===== config.mk =====
export PLATFORM = sky130hd
export DESIGN_NAME = poly_voice_allocator_oldest_steal_core
export DESIGN_NICKNAME = d
export VERILOG_FILES = /design/src/design/pvaos_pkg.sv /design/src/design/poly_voice_allocator_oldest_steal_core.sv /design/src/design/pvaos_ctrl.sv /design/src/design/pvaos_dp.sv
export SDC_FILE = /design/constraint.sdc
export NUM_CORES = 2
export LEC_CHECK = 0
export BUFFER_PORTS_ARGS = -buffer_cell sky130_fd_sc_hd__clkbuf_2
export CORE_MARGIN = 2
export CORE_UTILIZATION = 50
export DETAILED_ROUTE_END_ITERATION = 6
export PLACE_DENSITY = 0.7
export SLEW_MARGIN = 15
export SYNTH_ARGS = -nofsm -noshare
export SYNTH_HDL_FRONTEND = slang
export SYNTH_SLANG_ARGS = --single-unit
export TNS_END_PERCENT = 1

===== constraint.sdc =====
create_clock -name clk -period 25.2 [get_ports clk]
set_clock_uncertainty 0.2 [all_clocks]
set_input_delay 2.52 -clock clk [delete_from_list [all_inputs] [get_ports clk]]
set_output_delay 2.52 -clock clk [all_outputs]
set_load 0.03 [all_outputs]

===== src/design/pvaos_pkg.sv =====
// Shared types and constants for the voice allocator.
// Word formats for both channels, func codes, controller/datapath handshake structs.
`timescale 1ns / 1ps

package pvaos_pkg;

	localparam int VOICES_DEF = 32;
	localparam int MAX_BLOCK  = 4096;

	localparam int FUNC_W  = 3;
	localparam int NOTE_W  = 7;
	localparam int OFF_W   = 12;
	localparam int POS_W   = 48;
	localparam int VIDX_W  = 5;
	localparam int SLOT_W  = 5;
	localparam int MASK_W  = 32;
	localparam int COUNT_W = 6;
	localparam int REL_W   = OFF_W + 1;

	localparam logic [FUNC_W-1:0] FUNC_NOTE_ON     = 3'd0;
	localparam logic [FUNC_W-1:0] FUNC_NOTE_OFF    = 3'd1;
	localparam logic [FUNC_W-1:0] FUNC_BLOCK_OPEN  = 3'd2;
	localparam logic [FUNC_W-1:0] FUNC_BLOCK_CLOSE = 3'd3;
	localparam logic [FUNC_W-1:0] FUNC_VOICE_DONE  = 3'd4;

	typedef struct packed {
		logic [FUNC_W-1:0] func;
		logic [NOTE_W-1:0] note_number;
		logic [OFF_W-1:0]  offset_in_block;
		logic [POS_W-1:0]  block_base;
		logic [VIDX_W-1:0] voice_index;
	} event_word_t;

	typedef struct packed {
		logic [SLOT_W-1:0]  slot;
		logic               stolen;
		logic [MASK_W-1:0]  release_mask;
		logic [COUNT_W-1:0] busy_count;
		logic               drain;
		logic               error;
	} result_word_t;

	// controller -> datapath
	typedef struct packed {
		logic capture;
		logic scan_start;
		logic scan_step;
		logic commit;
		logic steal;
	} dp_cmd_t;

	// datapath -> controller
	typedef struct packed {
		logic need_scan;
		logic scan_last;
		logic out_free;
	} dp_status_t;

endpackage


===== src/design/poly_voice_allocator_oldest_steal_core.sv =====
// Polyphonic voice allocator with oldest-voice stealing, top level.
// Instantiates pvaos_ctrl and pvaos_dp; depends on pvaos_pkg.
//
// Usage notes:
//  - event channel (event_valid/event_ready/event_word) takes one word per
//    event: note on, note off, block open, block close or voice done.
//  - result channel (result_valid/result_ready/result_word) returns exactly
//    one word per event; fields that do not apply to the event read zero.
//  - Timing: an event is captured in IDLE and committed from EXEC once the
//    output register is free; result_valid rises after the commit, and no
//    new event is accepted until the current one is committed.
//  - A note on that finds every slot busy walks the start-time table one
//    slot per cycle through a single 48-bit comparator, then commits the
//    steal of the oldest slot.
//  - The output register decouples the sides: the next event is accepted
//    while a result waits; a stalled receiver only holds up the commit.
//  - Reset (arst_n low) frees all slots, clears release marks, the steal
//    flag and the voice count; no clearing pass is needed.
`timescale 1ns / 1ps

module poly_voice_allocator_oldest_steal_core
	import pvaos_pkg::*;
#(
	parameter int VOICES = VOICES_DEF
) (
	input  logic         clk,
	input  logic         arst_n,
	input  logic         event_valid,
	output logic         event_ready,
	input  event_word_t  event_word,
	output logic         result_valid,
	input  logic         result_ready,
	output result_word_t result_word
);

	// command/status between sequencer and datapath
	dp_cmd_t    cmd;
	dp_status_t status;

	pvaos_ctrl u_ctrl (
		.clk         (clk),
		.arst_n      (arst_n),
		.event_valid (event_valid),
		.event_ready (event_ready),
		.status      (status),
		.cmd         (cmd)
	);

	// slot table, scan unit and result register
	pvaos_dp #(
		.VOICES (VOICES)
	) u_dp (
		.clk          (clk),
		.arst_n       (arst_n),
		.event_word   (event_word),
		.cmd          (cmd),
		.status       (status),
		.result_valid (result_valid),
		.result_ready (result_ready),
		.result_word  (result_word)
	);

endmodule


===== src/design/pvaos_ctrl.sv =====
// Sequencing state machine of the voice allocator.
// Depends on pvaos_pkg for the command and status structs.
`timescale 1ns / 1ps

module pvaos_ctrl
	import pvaos_pkg::*;
(
	input  logic       clk,
	input  logic       arst_n,
	input  logic       event_valid,
	output logic       event_ready,
	input  dp_status_t status,
	output dp_cmd_t    cmd
);

	typedef enum logic [3:0] {
		ST_IDLE   = 4'b0001,
		ST_EXEC   = 4'b0010,
		ST_SCAN   = 4'b0100,
		ST_COMMIT = 4'b1000
	} state_t;

	state_t state_q, state_d;

	always_ff @(posedge clk or negedge arst_n) begin
		if (!arst_n) begin
			state_q <= ST_IDLE;
		end else begin
			state_q <= state_d;
		end
	end

	always_comb begin
		cmd         = '0;
		state_d     = state_q;
		event_ready = (state_q == ST_IDLE);
		case (state_q)
			ST_IDLE: begin
				if (event_valid) begin
					cmd.capture = 1'b1;
					state_d     = ST_EXEC;
				end
			end
			ST_EXEC: begin
				if (status.need_scan) begin
					cmd.scan_start = 1'b1;
					state_d        = ST_SCAN;
				end else if (status.out_free) begin
					cmd.commit = 1'b1;
					state_d    = ST_IDLE;
				end
			end
			ST_SCAN: begin
				cmd.scan_step = 1'b1;
				if (status.scan_last) begin
					state_d = ST_COMMIT;
				end
			end
			ST_COMMIT: begin
				if (status.out_free) begin
					cmd.commit = 1'b1;
					cmd.steal  = 1'b1;
					state_d    = ST_IDLE;
				end
			end
			default: begin
				state_d = ST_IDLE;
			end
		endcase
	end

endmodule


===== src/design/pvaos_dp.sv =====
// Datapath of the voice allocator: slot table, oldest-voice scan, output register.
// Depends on pvaos_pkg for word formats, func codes and control structs.
`timescale 1ns / 1ps

module pvaos_dp
	import pvaos_pkg::*;
#(
	parameter int VOICES = VOICES_DEF
) (
	input  logic         clk,
	input  logic         arst_n,
	input  event_word_t  event_word,
	input  dp_cmd_t      cmd,
	output dp_status_t   status,
	output logic         result_valid,
	input  logic         result_ready,
	output result_word_t result_word
);

	localparam int IW = (VOICES > 1) ? $clog2(VOICES) : 1;
	localparam int CW = $clog2(VOICES + 1);

	// captured event
	logic [FUNC_W-1:0] func_q;
	logic [NOTE_W-1:0] note_q;
	logic [OFF_W-1:0]  off_q;
	logic [POS_W-1:0]  time_q;
	logic [VIDX_W-1:0] vidx_q;

	// slot table
	logic [VOICES-1:0] in_use_q;
	logic [VOICES-1:0] rel_now_q;
	logic [VOICES-1:0] rel_before_q;
	logic [NOTE_W-1:0] slot_note_q  [VOICES];
	logic [REL_W-1:0]  rel_off_q    [VOICES];
	logic [OFF_W-1:0]  start_blk_q  [VOICES];
	logic [POS_W-1:0]  start_time_q [VOICES];
	logic              sticky_q;
	logic [CW-1:0]     count_q;

	// oldest-voice scan
	logic [IW-1:0]    cnt_q;
	logic [IW-1:0]    pick_q;
	logic [POS_W-1:0] best_q;

	logic              out_valid_q;
	result_word_t      out_word_q;

	logic [OFF_W-1:0]  off_clamp;
	logic [VOICES-1:0] hit;
	logic [IW-1:0]     free_pick;
	logic              any_free;
	logic [IW-1:0]     pick;
	logic              done_ok;
	logic [IW-1:0]     done_idx;
	logic [POS_W-1:0]  st_rd;
	logic              scan_last;
	result_word_t      res;

	assign off_clamp = ({1'b0, event_word.offset_in_block} >= REL_W'(MAX_BLOCK)) ?
		OFF_W'(MAX_BLOCK - 1) : event_word.offset_in_block;

	always_comb begin
		free_pick = '0;
		for (int v = VOICES - 1; v >= 0; v--) begin
			if (!in_use_q[v]) begin
				free_pick = IW'(v);
			end
		end
	end

	always_comb begin
		for (int v = 0; v < VOICES; v++) begin
			hit[v] = in_use_q[v] & ~rel_before_q[v] & (slot_note_q[v] == note_q);
		end
	end

	assign any_free  = ~&in_use_q;
	assign pick      = cmd.steal ? pick_q : free_pick;
	assign done_idx  = IW'(vidx_q);
	assign done_ok   = ({1'b0, vidx_q} < (VIDX_W + 1)'(VOICES)) && in_use_q[done_idx];
	assign st_rd     = start_time_q[cnt_q];
	assign scan_last = (cnt_q == IW'(VOICES - 1));

	assign status.need_scan = (func_q == FUNC_NOTE_ON) && !any_free;
	assign status.scan_last = scan_last;
	assign status.out_free  = !out_valid_q || result_ready;

	always_comb begin
		res = '0;
		case (func_q)
			FUNC_NOTE_ON: begin
				res.slot   = SLOT_W'(pick);
				res.stolen = cmd.steal;
			end
			FUNC_NOTE_OFF: begin
				res.release_mask = MASK_W'(hit);
			end
			FUNC_BLOCK_CLOSE: begin
				res.busy_count = COUNT_W'(count_q);
				res.drain      = sticky_q;
			end
			FUNC_VOICE_DONE: begin
				res.error = !done_ok;
			end
			default: begin
			end
		endcase
	end

	// control state and reset-valued table marks
	always_ff @(posedge clk or negedge arst_n) begin
		if (!arst_n) begin
			in_use_q     <= '0;
			rel_now_q    <= '0;
			rel_before_q <= '0;
			sticky_q     <= 1'b0;
			count_q      <= '0;
			cnt_q        <= '0;
			out_valid_q  <= 1'b0;
			for (int v = 0; v < VOICES; v++) begin
				rel_off_q[v] <= '1;
			end
		end else begin
			if (cmd.scan_start) begin
				cnt_q <= '0;
			end else if (cmd.scan_step && !scan_last) begin
				cnt_q <= cnt_q + IW'(1);
			end

			if (cmd.commit) begin
				out_valid_q <= 1'b1;
			end else if (result_ready) begin
				out_valid_q <= 1'b0;
			end

			if (cmd.commit) begin
				case (func_q)
					FUNC_NOTE_ON: begin
						in_use_q[pick]     <= 1'b1;
						rel_now_q[pick]    <= 1'b0;
						rel_before_q[pick] <= 1'b0;
						rel_off_q[pick]    <= '1;
						if (cmd.steal) begin
							sticky_q <= 1'b1;
						end else begin
							count_q <= count_q + CW'(1);
						end
					end
					FUNC_NOTE_OFF: begin
						for (int v = 0; v < VOICES; v++) begin
							if (hit[v]) begin
								rel_now_q[v] <= 1'b1;
								rel_off_q[v] <= {1'b0, off_q};
							end
						end
					end
					FUNC_BLOCK_OPEN: begin
						rel_now_q <= rel_now_q & ~in_use_q;
						sticky_q  <= 1'b0;
					end
					FUNC_BLOCK_CLOSE: begin
						rel_before_q <= rel_before_q | (in_use_q & rel_now_q);
					end
					FUNC_VOICE_DONE: begin
						if (done_ok) begin
							in_use_q[done_idx]     <= 1'b0;
							rel_now_q[done_idx]    <= 1'b0;
							rel_before_q[done_idx] <= 1'b0;
							rel_off_q[done_idx]    <= '1;
							count_q                <= count_q - CW'(1);
						end
					end
					default: begin
					end
				endcase
			end
		end
	end

	// payload: captured event, per-slot data, scan best, result word
	always_ff @(posedge clk) begin
		if (cmd.capture) begin
			func_q <= event_word.func;
			note_q <= event_word.note_number;
			off_q  <= off_clamp;
			time_q <= event_word.block_base + POS_W'(off_clamp);
			vidx_q <= event_word.voice_index;
		end

		// strict less-than keeps the lowest index on ties
		if (cmd.scan_step && (cnt_q == '0 || st_rd < best_q)) begin
			best_q <= st_rd;
			pick_q <= cnt_q;
		end

		if (cmd.commit) begin
			out_word_q <= res;
			case (func_q)
				FUNC_NOTE_ON: begin
					slot_note_q[pick]  <= note_q;
					start_blk_q[pick]  <= off_q;
					start_time_q[pick] <= time_q;
				end
				FUNC_BLOCK_OPEN: begin
					for (int v = 0; v < VOICES; v++) begin
						if (in_use_q[v]) begin
							start_blk_q[v] <= '0;
						end
					end
				end
				default: begin
				end
			endcase
		end
	end

	assign result_valid = out_valid_q;
	assign result_word  = out_word_q;

endmodule

### Word level (Yosys, flattened, before mapping)

Memories as Yosys holds them, arrays and structs flattened.
Index checks and enable logic that the tools add are counted.

* memory bits (writable): 1760
* memories: 2
* bits in latches: 0
* bits in registers: 275
* ROM bits: 0

Memories
* u_dp.start_time_q: words 32, bits a word 48, rd ports 1, clocked after Yosys merged registers in 0, wr ports 1, line pvaos_dp.sv:37 `logic [POS_W-1:0] start_time_q [VOICES];`
* u_dp.slot_note_q: words 32, bits a word 7, rd ports 32, clocked after Yosys merged registers in 0, wr ports 1, line pvaos_dp.sv:34 `logic [NOTE_W-1:0] slot_note_q [VOICES];`

* add/subtract/negate cells: 4
* shift-type cells: 0
* bitwise logic cells: 108
* multiplexer cells: 104
* div/mod/pow operators: 0
* equality and inequality tests: 78
* magnitude comparators: 5
* multipliers: 0
* reductions and logical operators: 56

Operator list (count)
* $and 32x32->32: 7
* $eq 7x7->1: 32
* $mux 5: 35
* $reduce_and 4->1: 33
* $pmux 32 s4: 1
* $mux 32: 3
* $not 32->32: 3
* $pmux 32 s3: 1
* $ne 2x1->1 const B: 35
* $and 1x1->1: 64
* $or 32x32->32: 2
* $pmux 32 s2: 1
* $mux 1: 49
* $add 48x12->48: 1
* $lt 48x48->1: 1
* $not 1->1: 32
* $reduce_and 32->1: 1
* $mux 4: 4
* $pmux 4 s4: 1
* $lt 5x6->1 const B: 2
* $mux 6: 2
* $pmux 6 s2: 1
* $demux 1 s5: 2
* $ge 5x1->1 const B: 2
* 25 further kinds: 40

### Logic depth before layout (Yosys ltp)

* depth after elaboration: 40
* mapped depth: 14
* depth with buffers taken out: 11

### Cells and area by module

From an unflattened synthesis, not the netlist that was laid out.

* cells, all modules: 4024
* area total of the unflattened synthesis: 81788.4 µm²

Modules (own cells, without submodules)
* pvaos_dp: seq. area each 60443.0 µm², instances 1, cells each 3987, area each 81440.6 µm²
* pvaos_ctrl: seq. area each 101.3 µm², instances 1, cells each 37, area each 347.8 µm²

### Worst setup path after synthesis

No wires, ideal clock.

* path kind: input-to-reg
* from: input port result_ready
* to: memory u_dp.slot_note_q[13][0], enable pin
* setup slack: 16.680 ns
* data arrival time: 7.782 ns
* library setup time: 0.538 ns
* stages: 7
* cell sequence: nand2b_1 > nand3_1 > nand3_1 > a2111oi_0 > nor2_1 > clkbuf_1 > nor3_1

* cells in the longest elaborated chain, start to end: 6

RTL lines
* from (decl): line poly_voice_allocator_oldest_steal_core.sv:32 `input logic result_ready,`
* $logic_or 1x1->1 *: line pvaos_dp.sv:87 `assign status.out_free = !out_valid_q || result_ready;`
* $mux 1: line pvaos_ctrl.sv:48 `end else if (status.out_free) begin`
* $mux 1: line pvaos_ctrl.sv:45 `if (status.need_scan) begin`
* $pmux 1 s2: line pvaos_ctrl.sv:37 `case (state_q)`
* $mux 1: line pvaos_dp.sv:197 `if (cmd.commit) begin`
* $mux 1
* to (decl): line pvaos_dp.sv:34

Every way passes the cells marked *; elsewhere a longest branch is shown, timed or not.

### Worst setup path in the final report

* from: register u_dp.cnt_q[0]
* to: register u_dp.pick_q[4], enable pin

* cells in the longest elaborated chain, start to end: 4

RTL lines
* from (decl): line pvaos_dp.sv:42 `logic [IW-1:0] cnt_q;`
* from (signal assigned): line pvaos_dp.sv:128 `cnt_q <= cnt_q + IW'(1);`
* $mem_v2 32x48
* net u_dp.st_rd[9]: line pvaos_dp.sv:56 `logic [POS_W-1:0] st_rd;`
* $lt 48x48->1: line pvaos_dp.sv:192 `if (cmd.scan_step && (cnt_q == '0 || st_rd < best_q)) begin`
* $logic_or 1x1->1: line pvaos_dp.sv:192
* $logic_and 1x1->1: line pvaos_dp.sv:192
* to (signal assigned): line pvaos_dp.sv:194 `pick_q <= cnt_q;`
* to (decl): line pvaos_dp.sv:43 `logic [IW-1:0] pick_q;`

The timed path passes the listed nets, and every way through them passes these cells.
A chain may end at the register's enable or synchronous reset.

==> flow_summary.yaml <==
synth:
  yosys.cell_count.top_type: "edfxtp_1"
  yosysSeqAreaShare_pct: 73.35
  synth_area_sq_um: 82540
  synth_top_area_share_pct: 69.93
  synth_area_per_cell_sq_um: 19.66
  synth_cell_types: 81
  synth_fp_nets: 4346
  ys.flop_type: "edfxtp_1"
  async_flop_share_pct: 5.553
  ys_warn_count: 0
  synth.area.top_cells: "edfxtp_1, mux4_2, dfrtp_1"
  synth-edff-count: 1922
  synth_commonest_cells: "edfxtp_1, mux4_2, xnor2_1"
  synth_top_area_cell: "edfxtp_1"
  ys_ff_latch: 2035
  synthCells: 4199
global_routing:
  overflow: 0
  grt_pass1_wl_microns: 293500
  grt_pass1_vias: 42220
  grt_max_degree: 126
  antenna_found_initial: 5
  track_usage_pct: 23.96
route:
  wirelength_microns: 200700
  post-route-drc-count: 0
  viasPerCell: 6.258
  vias: 42337
  drt_pass1_iterations: 6
  ant_nets: 0
  drt-initial-drc-count: 5470
  wl_per_cell_microns: 29.67
cells_and_area:
  syn2layout_area_growth_pct: 12.53
  fill_cells: 12184
  design_area_sq_um: 92880
  nets: 4550
  layout-drive-gt1-share_pct: 24.83
  postLayoutCoreUtil_pct: 56.48
timing:
  worst_pin_slew_ps: 1238
  whs_ps: 262.2
  fmax_mhz: 131.6
  post-route-period-util_pct: 30.15
  tns_ps: 0
  slew_violations: 0
  rsz0062_at_grt: "no"
  maxSlewHeadroom_pct: 17.46
  post-route-min-period_ps: 7599
  finalSetupViolCount: 0
  finalHoldViolCount: 0
power_and_ir_drop:
  leakage_nw: 28.97
  power_density_nw_per_um2: 80.25
  ir_worst_vdd_mv: 0.09033
placement:
  gp_congestion: 0.9432
  portBuffers: 126
  dpl_cell_area_sq_um: 86060
  dp_hpwl_microns: 111200
clock_tree:
  cts-root-buf: "clkbuf_16"
  cts_resized: 0
  post-cts-setup-buffers: 0
  h-tree-depth: 4
  numCtsBuffers: 198
  insertion_delay_ps: 860
  cts.sinks: 2035
  cts_tree: "built"
  clk_path_buf_depth: 3
  cts_hold_buf: 0
  clkTransAtPathRegs_ps: 60
critical_path:
  path_max_fanout: 46
  criticalPathCategory: "flip-flop to flip-flop"
  crit_top_cell: "buf_4"
  cp-start-kind: "flip-flop"
  critical_path_required_ps: 25430
  worstPathArrival_ps: 7830
  r2r_start: "u_dp.cnt_q[0]$_DFFE_PN0P_"
  startpoint: "u_dp.cnt_q[0]$_DFFE_PN0P_"
  crit_slowest_cell: "dfrtp_4"
  cp_top_family: "buffers and inverters"
  path_cells: "buf_4 -> buf_4 -> buf_4 -> mux4_2 -> mux4_2 -> mux2_2 -> ha_1 -> a21oi_1 -> o21ai_0 -> a31oi_1 -> o2111ai_1 -> o211a_1 -> nor3_2 -> buf_4"
  end_kind: "flip-flop"
  critPathMaxStageDelay_ps: 1000
  crit_buf_inv: 4
floorplanning:
  core_area_sq_um: 164400
  die_x_microns: 410.3
  die_area_sq_um: 168300
  die_h_microns: 410.3
  io_pins: 127
  start_util_pct: 50.20
  rows: 149
status:
  status: "complete, no violations"
flow_run:
  drv_cap: 0
worst_hold_path:
  worstHoldStart: "u_dp.count_q[5]$_DFFE_PN0P_"
  hp-class: "flip-flop to flip-flop"
==> sequential cells by signal (all words and copies together) (netlist names), 5 cells and up <==
| register | count |
|---|---|
| u_dp.done_idx | 5 |
| u_dp.best_q | 48 |
| u_dp.time_q | 48 |
| u_dp.rel_now_q | 32 |
| u_dp.slot_note_q | 224 |
| u_dp.in_use_q | 32 |
| u_dp.result_word | 46 |
| u_dp.rel_before_q | 32 |
| u_dp.count_q | 6 |
| u_dp.pick_q | 5 |
| u_dp.note_q | 7 |
| u_dp.start_time_q | 1536 |
| u_dp.cnt_q | 5 |
==> cell families (layout without fill, tap and decap cells) <==
| kind of cell | count (synthesis) | after routing | share of synthesized area (%) |
|---|---|---|---|
| flip-flops | 2035 | 2035 | 73.35 |
| AND/OR/NAND/NOR | 598 | 598 | 4.045 |
| multiplexers | 547 | 547 | 14.00 |
| AO/OA/AOI/OAI | 369 | 369 | 3.114 |
| buffers and inverters | 305 | 681 | 1.496 |
| XOR/XNOR | 277 | 277 | 2.939 |
| adder cells (fa/ha/maj) | 68 | 68 | 1.049 |
| other | 0 | 1 | 0 |
==> final cells by class <==
| type | instances | area [sq um] | area share (%) |
|---|---|---|---|
| clock buffers | 233 | 5139 | 5.533 |
| clock inverters | 139 | 1545 | 1.664 |
| multi-input cells | 1859 | 21060 | 22.68 |
| diodes | 1 | 2.502 | 0.002694 |
| well taps | 2189 | 2739 | 2.949 |
| flip-flops and latches | 2035 | 60560 | 65.21 |
| repair buffers | 234 | 1543 | 1.661 |
| inverters | 75 | 284.0 | 0.3058 |
==> power by group <==
part	switching [W]	internal (W)
clock network	0.00130	0.00170
registers	0.000143	0.00388
logic	0.000315	0.000118
total	0.00175	0.00570
==> placed cells by master, fill, tap and decap left out, types with 18 or more instances in the layout <==
cell       Yosys  final
clkbuf_1     134     32
dfrtp_1      112    107
o311ai_0      18     18
inv_1         75     74
nand3b_1      29     29
nand2b_1      36     36
bufinv_16      0     22
nand4_1       83     83
a22oi_1       20     20
nand3_1       76     76
xnor2_1      220    220
a32oi_1       24     24
nor4_1        40     34
nor2_1        84     56
o31ai_1       32     32
ha_1          66     66
buf_4          2    100
mux2_2        51     51
mux4_2       481    481
nor4b_1       33     33
nand2_1      110    110
nor3_1        27     20
clkbuf_2       1    125
xor2_1        57     57
o21ai_0       19     19
a21o_1        22     22
clkinv_2       0     42
edfxtp_1    1922   1922
nor2_4         0     26
clkbuf_16      0    200
clkinv_1       0     40
a21oi_1      119    119
==> layer usage <==
layer  vias to the layer above  track usage [%]  share of wire, %
met4                         4            7.093               2.7
met1                     22332            34.42                41
met5                         -                0             0.011
met2                      2039            38.14                48
li1                      17662                -                 -
met3                       300            3.897               8.0
==> worst paths after layout <==
check	to	slack, ps	depth (start not counted)
max	u_dp.pick_q[4]$_DFFE_PP_	17600	14
min	u_dp.count_q[5]$_DFFE_PN0P_	260	1
max reg2reg	u_dp.pick_q[4]$_DFFE_PP_	17600	14
min reg2reg	u_dp.count_q[5]$_DFFE_PN0P_	260	1
max in group asynchronous	u_dp.rel_now_q[18]$_DFFE_PN0P_	22240	3
min in group asynchronous	u_dp.rel_now_q[27]$_DFFE_PN0P_	1460	1
==> per-stage QoR <==
stage | setup WS, ps | instances | total power [W]
after floorplan | 16680 | 4199 | 0.004301
after CTS | 17400 | 6757 | 0.007487
after global routing | 16940 | 6765 | 0.007673
final | 17600 | 6765 | 0.007453
after global placement | 17340 | 6385 | 0.004500
after detailed placement | 17420 | 6385 | 0.004518
(Power assumes the default switching activity.)
